`config.mk`:
```
export PLATFORM = sky130hd
export DESIGN_NAME = overwrite_trace_ring_top
export DESIGN_NICKNAME = d
export VERILOG_FILES = /design/src/otr_pkg.sv /design/src/overwrite_trace_ring_top.sv /design/src/otr_mem.sv /design/src/otr_obuf.sv
export SDC_FILE = /design/constraint.sdc
export NUM_CORES = 2
export LEC_CHECK = 0
export BUFFER_PORTS_ARGS = -buffer_cell sky130_fd_sc_hd__buf_2
export CAP_MARGIN = 25
export CORE_UTILIZATION = 55
export DETAILED_ROUTE_END_ITERATION = 10
export PLACE_DENSITY = 0.78
export SKIP_LAST_GASP = 1
export SLEW_MARGIN = 30
export SYNTH_ARGS = -nofsm -noshare
export SYNTH_HDL_FRONTEND = slang
export SYNTH_MEMORY_MAX_BITS = 65536
export SYNTH_SLANG_ARGS = --single-unit
```
`constraint.sdc`:
```
create_clock -name clk -period 10.8 [get_ports clk]
set_clock_uncertainty 0.15 [all_clocks]
set_input_delay 0.54 -clock clk [delete_from_list [all_inputs] [get_ports clk]]
set_output_delay 0.54 -clock clk [all_outputs]
set_load 0.03 [all_outputs]
```
`src/otr_pkg.sv`:
```
// Shared types and constants for the overwriting trace ring.
// Used by the top, the output queue and the testbench; no dependencies.
`timescale 1ns / 1ps

package otr_pkg;

  // Default parameter values
  localparam int CAPACITY_DEF      = 64;
  localparam int PAYLOAD_WIDTH_DEF = 32;

  // Fixed field widths of the ports
  localparam int KIND_W = 2;
  localparam int SEQ_W  = 32;
  localparam int DATA_W = 32;
  localparam int CNT_W  = 7;
  localparam int LOST_W = 32;

  // Request codes
  localparam logic REQ_PUSH = 1'b0;
  localparam logic REQ_DUMP = 1'b1;

  // Result kinds
  localparam logic [KIND_W-1:0] KIND_PUSH  = 2'd0;
  localparam logic [KIND_W-1:0] KIND_ENTRY = 2'd1;
  localparam logic [KIND_W-1:0] KIND_EMPTY = 2'd2;

  // Output buffer geometry
  localparam int OBUF_DEPTH = 2;
  localparam int OBUF_AW    = $clog2(OBUF_DEPTH);
  localparam int OBUF_CW    = $clog2(OBUF_DEPTH + 1);

  typedef struct packed {
    logic [KIND_W-1:0] kind;
    logic [SEQ_W-1:0]  seq;
    logic [DATA_W-1:0] payload;
    logic [CNT_W-1:0]  retained;
    logic [LOST_W-1:0] lost;
    logic              last;
  } result_t;

endpackage

```
`src/overwrite_trace_ring_top.sv`:
```
// Overwriting trace ring: keeps the newest CAPACITY events. A push word is taken
// every cycle while the output queue has room and gives one acknowledge word. A
// dump reads the retained entries one by one through the single memory read port
// (registered read, held while the output queue has no room) and emits the
// entries oldest first, the final one marked last; an empty ring dumps as one
// word. Inputs are not taken while a dump runs. No clearing pass after reset.
// Depends on otr_pkg, otr_mem and otr_obuf.
`timescale 1ns / 1ps

module overwrite_trace_ring_top #(
  parameter int CAPACITY      = otr_pkg::CAPACITY_DEF,
  parameter int PAYLOAD_WIDTH = otr_pkg::PAYLOAD_WIDTH_DEF
) (
  input  logic                        clk,
  input  logic                        rst_n,
  input  logic                        in_valid,
  output logic                        in_ready,
  input  logic                        in_req_type,
  input  logic [otr_pkg::DATA_W-1:0]  in_event_payload,
  output logic                        out_valid,
  input  logic                        out_ready,
  output logic [otr_pkg::KIND_W-1:0]  out_result_kind,
  output logic [otr_pkg::SEQ_W-1:0]   out_sequence_number,
  output logic [otr_pkg::DATA_W-1:0]  out_payload_out,
  output logic [otr_pkg::CNT_W-1:0]   out_retained_count,
  output logic [otr_pkg::LOST_W-1:0]  out_overwritten_count,
  output logic                        out_last
);
  import otr_pkg::*;

  localparam int AW = $clog2(CAPACITY);
  localparam int CW = $clog2(CAPACITY + 1);
  localparam int MW = SEQ_W + PAYLOAD_WIDTH;

  localparam logic ST_IDLE = 1'b0;
  localparam logic ST_DUMP = 1'b1;

  logic              state_r, state_nxt;
  logic [AW-1:0]     wp_r, wp_nxt;
  logic [SEQ_W-1:0]  seq_r, seq_nxt;
  logic              full_r, full_nxt;
  logic [LOST_W-1:0] lost_r, lost_nxt;
  logic [AW-1:0]     rd_addr_r, rd_addr_nxt;
  logic [CW-1:0]     remain_r, remain_nxt;
  logic              rd_pending_r, rd_pending_nxt;
  logic              rd_last_r, rd_last_nxt;

  logic              in_acc, pop, rd_issue, mem_wr;
  logic [CW-1:0]     retained, retained_push;
  logic [OBUF_CW:0]  fill_after;
  logic [OBUF_CW-1:0] ob_count;
  logic [MW-1:0]     mem_rdata;
  result_t           ob_wdata, ob_rdata;
  logic              ob_wr;

  assign retained = full_r ? CW'(CAPACITY) : {1'b0, wp_r};
  assign pop      = out_valid && out_ready;
  assign in_ready = (state_r == ST_IDLE) && !rd_pending_r &&
                    ((ob_count != OBUF_CW'(OBUF_DEPTH)) || pop);
  assign in_acc   = in_valid && in_ready;
  assign mem_wr   = in_acc && (in_req_type == REQ_PUSH);

  // occupancy after this edge, counting a read word that lands now
  assign fill_after = (OBUF_CW + 1)'(ob_count) + (OBUF_CW + 1)'(rd_pending_r)
                      - (OBUF_CW + 1)'(pop);
  assign rd_issue   = (state_r == ST_DUMP) &&
                      (fill_after <= (OBUF_CW + 1)'(OBUF_DEPTH - 1));

  always_comb begin
    state_nxt      = state_r;
    wp_nxt         = wp_r;
    seq_nxt        = seq_r;
    full_nxt       = full_r;
    lost_nxt       = lost_r;
    rd_addr_nxt    = rd_addr_r;
    remain_nxt     = remain_r;
    rd_pending_nxt = rd_issue;
    rd_last_nxt    = rd_last_r;

    if (mem_wr) begin
      seq_nxt = seq_r + SEQ_W'(1);
      wp_nxt  = wp_r + AW'(1);
      if (wp_r == AW'(CAPACITY - 1)) begin
        full_nxt = 1'b1;
      end
      if (full_r && (lost_r != '1)) begin
        lost_nxt = lost_r + LOST_W'(1);
      end
    end

    unique case (state_r)
      ST_IDLE: begin
        if (in_acc && (in_req_type == REQ_DUMP) && (retained != '0)) begin
          state_nxt   = ST_DUMP;
          rd_addr_nxt = full_r ? wp_r : '0;
          remain_nxt  = retained;
        end
      end
      ST_DUMP: begin
        if (rd_issue) begin
          rd_addr_nxt = rd_addr_r + AW'(1);
          remain_nxt  = remain_r - CW'(1);
          rd_last_nxt = (remain_r == CW'(1));
          if (remain_r == CW'(1)) begin
            state_nxt = ST_IDLE;
          end
        end
      end
      default: state_nxt = ST_IDLE;
    endcase
  end

  always_ff @(posedge clk) begin
    if (!rst_n) begin
      state_r      <= ST_IDLE;
      wp_r         <= '0;
      seq_r        <= '0;
      full_r       <= 1'b0;
      lost_r       <= '0;
      rd_pending_r <= 1'b0;
    end else begin
      state_r      <= state_nxt;
      wp_r         <= wp_nxt;
      seq_r        <= seq_nxt;
      full_r       <= full_nxt;
      lost_r       <= lost_nxt;
      rd_pending_r <= rd_pending_nxt;
    end
  end

  always_ff @(posedge clk) begin
    rd_addr_r <= rd_addr_nxt;
    remain_r  <= remain_nxt;
    rd_last_r <= rd_last_nxt;
  end

  // retained count as it stands after the push
  assign retained_push = full_nxt ? CW'(CAPACITY) : {1'b0, wp_nxt};

  // pushes never overlap a dump, so reads need no forwarding
  otr_mem #(
    .AW (AW),
    .DW (MW)
  ) u_mem (
    .clk     (clk),
    .wr_en   (mem_wr),
    .wr_addr (wp_r),
    .wr_data ({seq_nxt, in_event_payload[PAYLOAD_WIDTH-1:0]}),
    .rd_en   (rd_issue),
    .rd_addr (rd_addr_r),
    .rd_data (mem_rdata)
  );

  always_comb begin
    ob_wr    = 1'b0;
    ob_wdata = '0;
    if (rd_pending_r) begin
      ob_wr            = 1'b1;
      ob_wdata.kind    = KIND_ENTRY;
      ob_wdata.seq     = mem_rdata[MW-1:PAYLOAD_WIDTH];
      ob_wdata.payload = DATA_W'(mem_rdata[PAYLOAD_WIDTH-1:0]);
      ob_wdata.retained = CNT_W'(retained);
      ob_wdata.lost    = lost_r;
      ob_wdata.last    = rd_last_r;
    end else if (in_acc) begin
      if (in_req_type == REQ_PUSH) begin
        ob_wr             = 1'b1;
        ob_wdata.kind     = KIND_PUSH;
        ob_wdata.seq      = seq_nxt;
        ob_wdata.retained = CNT_W'(retained_push);
        ob_wdata.lost     = lost_nxt;
        ob_wdata.last     = 1'b1;
      end else if (retained == '0) begin
        ob_wr             = 1'b1;
        ob_wdata.kind     = KIND_EMPTY;
        ob_wdata.lost     = lost_r;
        ob_wdata.last     = 1'b1;
      end
    end
  end

  otr_obuf u_obuf (
    .clk     (clk),
    .rst_n   (rst_n),
    .wr_en   (ob_wr),
    .wr_data (ob_wdata),
    .rd_en   (pop),
    .rd_data (ob_rdata),
    .count   (ob_count)
  );

  assign out_valid             = (ob_count != '0);
  assign out_result_kind       = ob_rdata.kind;
  assign out_sequence_number   = ob_rdata.seq;
  assign out_payload_out       = ob_rdata.payload;
  assign out_retained_count    = ob_rdata.retained;
  assign out_overwritten_count = ob_rdata.lost;
  assign out_last              = ob_rdata.last;

endmodule

```
`src/otr_mem.sv`:
```
// Entry store of the trace ring: one write port, one read port, registered read.
// Depends on nothing outside this file.
`timescale 1ns / 1ps

module otr_mem #(
  parameter int AW = 6,
  parameter int DW = 64
) (
  input  logic          clk,
  input  logic          wr_en,
  input  logic [AW-1:0] wr_addr,
  input  logic [DW-1:0] wr_data,
  input  logic          rd_en,
  input  logic [AW-1:0] rd_addr,
  output logic [DW-1:0] rd_data
);

  logic [DW-1:0] mem [2**AW];
  logic [DW-1:0] rd_data_r;

  always_ff @(posedge clk) begin
    if (wr_en) begin
      mem[wr_addr] <= wr_data;
    end
  end

  always_ff @(posedge clk) begin
    if (rd_en) begin
      rd_data_r <= mem[rd_addr];
    end
  end

  assign rd_data = rd_data_r;

endmodule

```
`src/otr_obuf.sv`:
```
// Small output queue that decouples result words from the downstream ready.
// Depends on otr_pkg for the result word type and queue depth.
`timescale 1ns / 1ps

module otr_obuf (
  input  logic                          clk,
  input  logic                          rst_n,
  input  logic                          wr_en,
  input  otr_pkg::result_t              wr_data,
  input  logic                          rd_en,
  output otr_pkg::result_t              rd_data,
  output logic [otr_pkg::OBUF_CW-1:0]   count
);
  import otr_pkg::*;

  result_t              slot_r [OBUF_DEPTH];
  logic [OBUF_AW-1:0]   wr_ptr_r, wr_ptr_nxt;
  logic [OBUF_AW-1:0]   rd_ptr_r, rd_ptr_nxt;
  logic [OBUF_CW-1:0]   count_r, count_nxt;

  always_comb begin
    wr_ptr_nxt = wr_ptr_r;
    rd_ptr_nxt = rd_ptr_r;
    count_nxt  = count_r;
    if (wr_en) begin
      wr_ptr_nxt = wr_ptr_r + OBUF_AW'(1);
    end
    if (rd_en) begin
      rd_ptr_nxt = rd_ptr_r + OBUF_AW'(1);
    end
    if (wr_en && !rd_en) begin
      count_nxt = count_r + OBUF_CW'(1);
    end else if (!wr_en && rd_en) begin
      count_nxt = count_r - OBUF_CW'(1);
    end
  end

  always_ff @(posedge clk) begin
    if (!rst_n) begin
      wr_ptr_r <= '0;
      rd_ptr_r <= '0;
      count_r  <= '0;
    end else begin
      wr_ptr_r <= wr_ptr_nxt;
      rd_ptr_r <= rd_ptr_nxt;
      count_r  <= count_nxt;
    end
  end

  always_ff @(posedge clk) begin
    if (wr_en) begin
      slot_r[wr_ptr_r] <= wr_data;
    end
  end

  assign rd_data = slot_r[rd_ptr_r];
  assign count   = count_r;

endmodule

```
==> impl_summary.md <==
Clock network
Counting the buffers created by CTS gives 411. The post-CTS repair timing setup buffer count is 0. In this run, post-CTS hold repair placed 7 buffers. In this run the deepest clock path goes through 4 buffers.

The clock transition at the registers of the reported paths is 0.06 ns. The clock sink count is 4464. At the later pin of the worst-skew pair, clock insertion delay measures 0.94 ns. The clock tree from TritonCTS is done.

The root buffer cell chosen for the clock tree is clkbuf_16. The H-tree generated during clock tree synthesis spans 5 levels. The number of resized instances in the post-cts repair step is 0.

Logic synthesis
The arithmetic-cell share of the synthesized area counting full adders, half adders and majority gates is 0.0701%. The synthesized net count is 7901. The primary flip-flop cell chosen by synthesis mapping is edfxtp_1. Counting flops and latches in the post-synthesis netlist gives 4464. The synthesized netlist occupies a cell area of 171000 um^2. The largest area contributor in the netlist is edfxtp_1. The sequential cell area fraction in the yosys report is 77.7%. In this run, synthesis inferred 4386 flip-flops with an integrated enable. The share of Yosys cell area claimed by the top area cell type is 76.8%.

Yosys printed 0 warnings. Counting distinct cell types in the post-synthesis netlist gives 73. Summing the areas of all compound-gate instances in the mapped netlist gives 2.33% of the synthesized area. Of the post-synthesis cell area, the part taken by muxes is 16.2%. The dominant combinational cell family by area after synthesis is multiplexers. By area the synthesized netlist is led by edfxtp_1, mux4_2, mux2i_1, mux2_2, dfxtp_1. The mean cell area of the mapped netlist is 21.8 um^2. In the synthesized netlist the async set-or-reset flop fraction comes to 0%. The gate count after technology mapping is 7855.

Of the total synthesized cell area, the portion taken by XOR and XNOR cells is 0.337%. The simple-gate share of the synthesized area is 2.11%.

Die
The effective utilization at floorplan is 55.4%. The area of the core is 309000 um^2. In this run the vertical extent of the chip is 560 um.

The cell row count is 204. The total die area is 314000 um^2. The number of ports placed on the die boundary is 145. The x dimension of the die is 560 um.

Routing
The remaining design rule violation count is 0. In the final routed layout, each cell accounts on average for 39.0 um. The total wire length is 499000 um. Using the TritonRoute via totals, the vias-per-cell ratio works out to 7.18. The initial detailed-routing violation count is 15927. The residual antenna-violating net count after detailed routing is 0. The routed via count is 91804. The iteration count of the initial detailed-routing pass is 9.

Power
Of the total power, registers draw 53.1%. The overall power after layout is 36.1 mW. The clock network fraction of total power is 39.8%.

The cell leakage power is 58.9 nW. The switching power total is 8.19 mW. The power density relative to cell area is 188 nW/um^2. The fraction of power consumed by combinational cells is 7.0%. Net switching is 22.7% of the power. Across the VDD grid, the largest voltage drop is 163 uV. The internal portion of total power is 28.0 mW.

Cells and area
The area taken by flip-flops and latches is 133000 um^2. The count of filler cells inserted in the layout is 19375. Excluding fillers, the count of instances in the completed layout stands at 12787. The number of nets in the layout is 8327. The layout overhead on the synthesized area is 12.3%.

The area of the multi-input gates is 36700 um^2. The post-route cell area is 192000 um^2. The ratio of cells with drive above 1 in the final layout is 26.7%. Leaving out fill and tap cells, the most frequent cells in the layout are edfxtp_1, mux4_2, clkbuf_16. The library cell used most frequently in the layout, excluding fill and tap cells, is edfxtp_1. Cells fill 62.2% of the core in the end.

Worst hold path
The worst hold path begins at in_event_payload[12]. The number of instances on the worst hold path is 1. The worst hold path terminates at u_mem.mem[2][12]$_DFFE_PP_.

The worst min-delay path category is input pin to register.

Worst setup path
The worst register-to-register path ends at u_mem.rd_data[60]$_DFFE_PP_. The startpoint identified for the worst register-to-register timing path is rd_addr_r[0]$_DFFE_PP_. The cell family contributing the most delay on the critical path is buffers and inverters. STA classifies the critical path startpoint as a register.

The maximum fanout count along the critical path is 80. Traced cell by cell, the critical path runs through buf_4 > buf_12 > buf_4 > mux4_2 > mux2i_1 > nor2_1 > a2111oi_0 > nor3_1. The kind of end point of the critical path is a register. The worst stage delay on the critical path is 0.93 ns. At the worst endpoint, the required time is 11.27 ns. The class of the most critical setup path is register to register. The reg-to-reg setup timing slack is 5.46 ns. The critical path contains buffers and inverters numbering 3 combined. The data arrival time of the critical path is 5.81 ns. The worst register-to-register path has a depth of 8.

By instance count, the cell type seen most on the critical path is buf_4. For this design, the slowest cell found on the critical path is edfxtp_1.

Timing
The smallest clock period supported by the final layout is computed as 5.34 ns. Setup violations remaining at the end of the flow were counted as 0. The max-slew violation total from the final report came to 0. Measured against its own limit, the worst slew margin works out to 21.1%. Setup repair after global routing left no endpoint under its margin. Static timing analysis puts the maximum clock frequency at 187 MHz. The slew at the pin closest to its max-slew limit is 1.18 ns. The summed negative setup slack over all endpoints is 0 ns. The worst-case setup margin in the final layout is 5.46 ns.

The period utilization is 49.5%. The final number of hold-violating endpoints is 39. On the final layout, the worst hold slack is -0.0168 ns.

Global routing
The first global-routing pass estimated 688000 um of wire. Global routing finished with a remaining overflow of 0. The initial antenna violation count is 39. For this run, the total global-route usage over all layers was measured as 31.5%. Entering global routing, the biggest net connects 139 pins.

The via count of the first global-routing pass is 90291.

Run status
The checks that failed: negative hold slack. The run finished, with violations left.

Place
Routability-driven placement finished with a final weighted congestion of 0.867. The count of buffers added on input and output ports is 144. Prior to clock tree synthesis, the placed netlist has a worst setup slack of 5.63 ns. The placed instances occupy a cell area of 179000 um^2.

After detailed placement, the design holds a cell count of 11964. Once detailed placement completed, the half-perimeter wirelength came to 255000 um.

Flow run
Max-cap violations in this run came to 0.
registers in the layout (all words and copies together) (netlist names), 2 cells and up, named ones only:
register	flops
u_mem.mem	4096
u_obuf.slot_r	212
u_mem.rd_data	64
lost_r	32
seq_r	32
remain_r	7
rd_addr_r	6
wp_r	6
u_obuf.count	2
cells by family (layout without fill, tap and decap cells):
logic type | count (synthesis) | count (layout)
adders and majority gates | 9 | 9
and+or+nand+nor | 745 | 745
other | 0 | 51
xor gates and xnor gates | 66 | 66
DFF | 4464 | 4464
muxes | 1524 | 1524
AOI/OAI and AO/OA | 571 | 571
buffers and inverters | 476 | 1237
how the worst max path moves through the flow:
stage,endpoint,startpoint,cells past startpoint
detailed placement,u_obuf.slot_r[1][49]$_DFFE_PP_,wp_r[3]$_SDFF_PN0_,6
global placement,u_mem.rd_data[48]$_DFFE_PP_,rd_addr_r[0]$_DFFE_PP_,8
floorplan,u_obuf.slot_r[0][0]$_DFFE_PP_,wp_r[3]$_SDFF_PN0_,5
CTS,u_obuf.slot_r[1][52]$_DFFE_PP_,wp_r[3]$_SDFF_PN0_,6
finish,u_mem.rd_data[60]$_DFFE_PP_,rd_addr_r[0]$_DFFE_PP_,8
global route,u_mem.rd_data[48]$_DFFE_PP_,rd_addr_r[0]$_DFFE_PP_,8
worst reg2reg max path: stages (launching register included):
cell and delay, ns:
edfxtp_1 0.93, buf_4 0.53, buf_12 0.56, buf_4 0.82, mux4_2 0.59, mux2i_1 0.37
nor2_1 0.08, a2111oi_0 0.85, nor3_1 0.16
cell type report:
class                   count  share of cell area (%)
diodes                     51                  0.0663
clock buffers             486                    5.54
clock inverters           262                    1.26
inverters                  49                  0.0988
multi-input cells        2915                    19.1
flip-flops and latches   4464                    69.2
well taps                4120                    2.68
repair buffers            440                    2.03
Yosys cell counts (all sizes together) (54+ instances only):
cell type	count
and2	67
mux4	979
o22ai	77
dfxtp	78
a221oi	54
a21oi	126
edfxtp	4386
buf	231
nand2	201
mux2i	359
nand3	68
nor2	212
mux2	186
clkbuf	196
o21ai	92
per-layer routing:
metal | wire (um) | track usage (%) | vias to the layer above
met1 | 163000 | 40.5 | 46873
met5 | 422 | 0 | -
met3 | 78200 | 10.6 | 1821
met4 | 29600 | 16.1 | 43
li1 | - | - | 33886
met2 | 228000 | 48.1 | 9181
power by group through the flow:
stage	logic (mW)	registers [mW]	clock network, mW
3_3_place_gp	2.40	19.6	0
2_1_floorplan	1.61	19.5	0
6_report	2.55	19.2	14.4
3_5_place_dp	2.45	19.6	0
4_1_cts	2.49	19.2	14.4
5_1_grt	2.61	19.2	15.0
(Power assumes the default switching activity.)
